==> src/hw/rtl/jtlb_pkg.sv <==
// Package for the joint TLB: sizes, command codes, payload and entry types,
// and the control/status structs shared by the controller and the datapath.
// Depends on nothing.
`default_nettype none

package jtlb_pkg;

  localparam int ENTRY_COUNT = 32;
  localparam int IDX_W       = $clog2(ENTRY_COUNT);
  localparam int CNT_W       = IDX_W + 1;

  localparam int CMD_W   = 2;
  localparam int INDEX_W = 5;
  localparam int PMASK_W = 25;
  localparam int WORD_W  = 32;
  localparam int PHYS_W  = 29;
  localparam int MASK_W  = 12;

  localparam logic [CMD_W-1:0] CMD_WRITE     = 2'd0;
  localparam logic [CMD_W-1:0] CMD_READ      = 2'd1;
  localparam logic [CMD_W-1:0] CMD_PROBE     = 2'd2;
  localparam logic [CMD_W-1:0] CMD_TRANSLATE = 2'd3;

  localparam logic [WORD_W-1:0] KSEG_LO    = 32'h8000_0000;
  localparam logic [WORD_W-1:0] KSEG_HI    = 32'hBFFF_FFFF;
  localparam logic [WORD_W-1:0] PHYS_LIMIT = 32'h1FFF_FFFF;

  typedef struct packed {
    logic [CMD_W-1:0]   command;
    logic [INDEX_W-1:0] index;
    logic [PMASK_W-1:0] page_mask;
    logic [WORD_W-1:0]  entry_hi;
    logic [WORD_W-1:0]  entry_lo0;
    logic [WORD_W-1:0]  entry_lo1;
    logic [WORD_W-1:0]  vaddr;
  } in_item_t;

  typedef struct packed {
    logic [INDEX_W-1:0] probe_index;
    logic               probe_miss;
    logic [PMASK_W-1:0] read_page_mask;
    logic [WORD_W-1:0]  read_entry_hi;
    logic [WORD_W-1:0]  read_entry_lo0;
    logic [WORD_W-1:0]  read_entry_lo1;
    logic [PHYS_W-1:0]  phys_addr;
    logic               translate_hit;
    logic               address_defined;
  } out_item_t;

  // One TLB entry as it sits in the entry RAM.
  typedef struct packed {
    logic [MASK_W-1:0] mask;
    logic [WORD_W-1:0] hi;
    logic [WORD_W-1:0] lo0;
    logic [WORD_W-1:0] lo1;
  } entry_t;

  localparam int ENTRY_W = $bits(entry_t);

  // Controller to datapath.
  typedef struct packed {
    logic load;
    logic write;
    logic scan_step;
    logic out_load;
  } ctrl_cmd_t;

  // Datapath to controller.
  typedef struct packed {
    logic scan_last;
    logic pipe_empty;
  } dp_status_t;

  function automatic logic in_kseg(input logic [WORD_W-1:0] a);
    return (a >= KSEG_LO) && (a <= KSEG_HI);
  endfunction

endpackage

`default_nettype wire

==> src/hw/rtl/jtlb_ctrl.sv <==
// Command sequencer of the joint TLB: accepts one command, steps the
// datapath through write, read or scan, and owns the result valid flag.
// Depends on jtlb_pkg.
`default_nettype none

module jtlb_ctrl import jtlb_pkg::*; (
  input  wire logic             clk,
  input  wire logic             rst_n,
  input  wire logic             in_valid,
  input  wire logic [CMD_W-1:0] in_command,
  output logic                  in_ready,
  output logic                  out_valid,
  input  wire logic             out_ready,
  output ctrl_cmd_t             cmd,
  input  wire dp_status_t       status
);

  localparam logic [2:0] S_IDLE   = 3'd0;
  localparam logic [2:0] S_WRITE  = 3'd1;
  localparam logic [2:0] S_READ   = 3'd2;
  localparam logic [2:0] S_SCAN   = 3'd3;
  localparam logic [2:0] S_DRAIN  = 3'd4;
  localparam logic [2:0] S_FINISH = 3'd5;

  logic [2:0] state_r, state_nxt;
  logic       out_valid_r, out_valid_nxt;
  logic       out_free;

  assign out_free = !out_valid_r || out_ready;

  always_comb begin
    state_nxt = state_r;
    cmd       = '0;
    in_ready  = 1'b0;
    unique case (state_r)
      S_IDLE: begin
        in_ready = 1'b1;
        if (in_valid) begin
          cmd.load = 1'b1;
          unique case (in_command)
            CMD_WRITE: state_nxt = S_WRITE;
            CMD_READ:  state_nxt = S_READ;
            default:   state_nxt = S_SCAN;
          endcase
        end
      end
      S_WRITE: begin
        cmd.write = 1'b1;
        state_nxt = S_FINISH;
      end
      S_READ: begin
        state_nxt = S_FINISH;
      end
      S_SCAN: begin
        cmd.scan_step = 1'b1;
        if (status.scan_last) begin
          state_nxt = S_DRAIN;
        end
      end
      S_DRAIN: begin
        if (status.pipe_empty) begin
          state_nxt = S_FINISH;
        end
      end
      S_FINISH: begin
        if (out_free) begin
          cmd.out_load = 1'b1;
          state_nxt    = S_IDLE;
        end
      end
      default: state_nxt = S_IDLE;
    endcase
  end

  always_comb begin
    out_valid_nxt = out_valid_r;
    if (cmd.out_load) begin
      out_valid_nxt = 1'b1;
    end else if (out_ready) begin
      out_valid_nxt = 1'b0;
    end
  end

  always_ff @(posedge clk) begin
    if (!rst_n) begin
      state_r     <= S_IDLE;
      out_valid_r <= 1'b0;
    end else begin
      state_r     <= state_nxt;
      out_valid_r <= out_valid_nxt;
    end
  end

  assign out_valid = out_valid_r;

endmodule

`default_nettype wire

==> config.mk <==
export PLATFORM = sky130hd
export DESIGN_NAME = jtlb_ctrl
export DESIGN_NICKNAME = d
export VERILOG_FILES = /design/src/hw/rtl/jtlb_pkg.sv /design/src/hw/rtl/jtlb_ctrl.sv
export SDC_FILE = /design/constraint.sdc
export NUM_CORES = 1
export LEC_CHECK = 0
export ABC_AREA = 1
export BUFFER_PORTS_ARGS = -buffer_cell sky130_fd_sc_hd__buf_2
export CELL_PAD_IN_SITES_DETAIL_PLACEMENT = 1
export CELL_PAD_IN_SITES_GLOBAL_PLACEMENT = 2
export CORE_MARGIN = 2
export CORE_UTILIZATION = 17
export DETAILED_ROUTE_END_ITERATION = 12
export GPL_TIMING_DRIVEN = 0
export PLACE_DENSITY_LB_ADDON = 0.1
export SLEW_MARGIN = 20
export SYNTH_ARGS = -nofsm -noshare
export SYNTH_HDL_FRONTEND = slang
export SYNTH_SLANG_ARGS = --single-unit
==> constraint.sdc <==
create_clock -name clk -period 1 [get_ports clk]
set_input_delay 0.1 -clock clk [delete_from_list [all_inputs] [get_ports clk]]
set_output_delay 0.1 -clock clk [all_outputs]
set_load 0.01 [all_outputs]
==> flow_summary_export.csv <==
group,metric,value,unit
status,violations,"setup timing",
floorplan,dieArea,0.00211,mm2
routing,drt_iter0_markers,4,
cts,cts_hold_buf,0,
floorplan,die_w,45.9,um
pwr,p_clk_share,12.7,%
floorplan,core_area,0.00169,mm2
critical_path,crit_path_end_kind,"primary output",
synthesis,synth_cell_types,11,
timing,slew_violations,0,
pwr,p_leak,0.000246,uW
place,place_congestion,0.692,
routing,drt_wl_total,856,um
grt,antenna_found_initial,0,
place,dp_hpwl,678,um
synthesis,synth_nets,61,
timing,hold_violations,0,
pwr,switching_share,48.6,%
critical_path,max_stage_delay,370,ps
timing,fin_worst_skew,4.14,ps
timing,holdWs,111,ps
critical_path,worstPathArrival,1010,ps
pwr,pwr-share-seq,28.3,%
cts,cts_tree,"built",
pwr,power_density,3030,mW/mm2
critical_path,critPathSlowestCell,"dfxtp_4",
routing,dr_total_vias,364,
place,portBuffers,13,
timing,rsz0062_at_grt,"true",
timing,fmaxAchievable,899,MHz
cts,cts.sinks,4,
timing,worst_slew_pin_slew,158,ps
critical_path,startpoint_type,"register",
grt,grt_pass1_vias,342,
grt,grt_start_max_net_pins,9,
timing,max_slew_margin,89.4,%
cts,clk_latency,230,ps
grt,grt_pass1_wl,1400,um
routing,antenna_left,0,
cts,cts-buffers-inserted,3,
floorplan,rows,15,
timing,period_share,111,%
grt,grt_util_all_layers,9.13,%
pwr,vdd_drop_max,0.772,mV
layout,synthToLayoutAreaGrowth,67.4,%
timing,setup_ws,-113,ps
pwr,switchingPower,736,uW
synthesis,syn_inst,53,
layout,antenna_cells,0,
layout,layout_common_cells,"buf_2 (11), nor2_1 (10), inv_1 (6), nand2_1 (6), nand3_1 (4)",
floorplan,start_util,17.7,%
synthesis,ys_warn_count,0,
layout,nFillCells,233,
routing,viasPerCell,4.28,
critical_path,path_max_fanout,5,
timing,setup_viol,8,
routing,drc,0,
job,maxCapViolCount,0,
pwr,p_int,778,uW
critical_path,crit_required,900,ps
cts,h-tree-depth,1,
routing,drt-pass1-iter-count,4,
layout,drive_gt1_share,55.9,%
routing,wl_per_cell,10.1,um
timing,period_needed,1110,ps
layout,final_nets,78,
cts,clk_path_buf_depth,2,
status,status,"complete, but fails checks",
cts,path_clk_slew,30,ps
synthesis,synth_area_per_cell,5.64,um2
floorplan,die_h,45.9,um
layout,multi_input_area,240,um2
grt,overflow,0,
min_path,min_path_type,"in2reg",
synthesis,ys_ff_latch,4,
critical_path,path_cells,"inv_4 -> nand3_4 -> a21oi_2 -> buf_6",
pwr,power.total,1510,uW
synthesis,yosysSeqAreaShare,26.8,%
floorplan,pin_count,14,
layout,seq_area,91.3,um2
critical_path,critical_path_class,"reg2out",
layout,post-route-util,29.6,%
cts,clockRootBuffer,"clkbuf_4",
layout,final_common_cell,"buf_2",
pwr,p_comb_share,59.1,%
synthesis,netlist_area,299,um2
## per-layer routing
metal	vias to the layer above	wire length [um]	GRT usage, %
met4	0	0	1.71
met1	156	421	12.9
met3	0	40	2.38
met5	-	0	0
li1	197	-	-
met2	11	394	13.9
## worst max-delay path, delay by kind of cell (launching register included)
kind,cells,cell delay (ps)
simple gates,1,100
compound gates,1,130
flops,1,370
buf+inv,2,180
## metrics by stage
| step | TNS, ps | cells | setup WS [ps] | cell area [um2] |
|---|---|---|---|---|
| after floorplan | -5.94 | 53 | -5.94 | 319 |
| after global placement | -534 | 83 | -167 | 405 |
| after detailed placement | -447 | 83 | -141 | 405 |
| after CTS | -1030 | 86 | -148 | 488 |
| after global routing | -1070 | 85 | -160 | 500 |
| final | -590 | 85 | -113 | 500 |
## cell families (layout without fill, tap and decap cells)
| group | count (synthesis) | after routing | share of synthesized area, % |
|---|---|---|---|
| compound gates | 6 | 6 | 11.3 |
| buf+inv | 11 | 26 | 18.4 |
| flops | 4 | 4 | 26.8 |
| simple gates | 32 | 32 | 43.5 |
## cell usage after synthesis
master | count | area (um2)
nand2_1 | 10 | 37.5
buf_4 | 1 | 7.51
o21ai_2 | 1 | 8.76
dfxtp_1 | 4 | 80.1
inv_1 | 9 | 33.8
nand3_1 | 5 | 25.0
clkbuf_8 | 1 | 13.8
a21oi_1 | 3 | 15.0
nor2_1 | 14 | 52.6
nor3_1 | 3 | 15.0
o21ai_0 | 2 | 10.0
## final cells by class
cell class                      instances  area share, %
Multi-Input combinational cell         38           48.0
Sequential cell                         4           18.3
Tap cell                               17           4.25
Timing Repair Buffer                   14           17.8
Inverter                                9           7.25
Clock buffer                            3           4.50
## path summary, 6_finish.rpt
kind	from	endpoint	slack, ps	cells past startpoint
worst max-delay path	state_r[1]	cmd[0]	-110	4
worst min-delay path	rst_n	state_r[1]	110	3
worst max register to register	state_r[2]	state_r[2]	-70	7
worst min register to register	state_r[2]	state_r[2]	560	2
## registers in the layout, summed over array words and instances, names as in the netlist
signal     flops
out_valid      1
state_r        3
## power by group through the flow
stage          Clock, uW  Sequential [uW]  Combinational [uW]
6_report             192              428                 895
5_1_grt              207              445                 996
4_1_cts              201              338                 948
3_5_place_dp           0              305                 781
3_3_place_gp           0              305                 789
2_1_floorplan          0              289                 573
## timing repair
action                     CTS  global route
resized for setup           19             7
setup endpoints to repair    8             8
setup buffers                1             0
pin swaps                    5             5
Note: power is estimated with default switching activity, not from simulation.
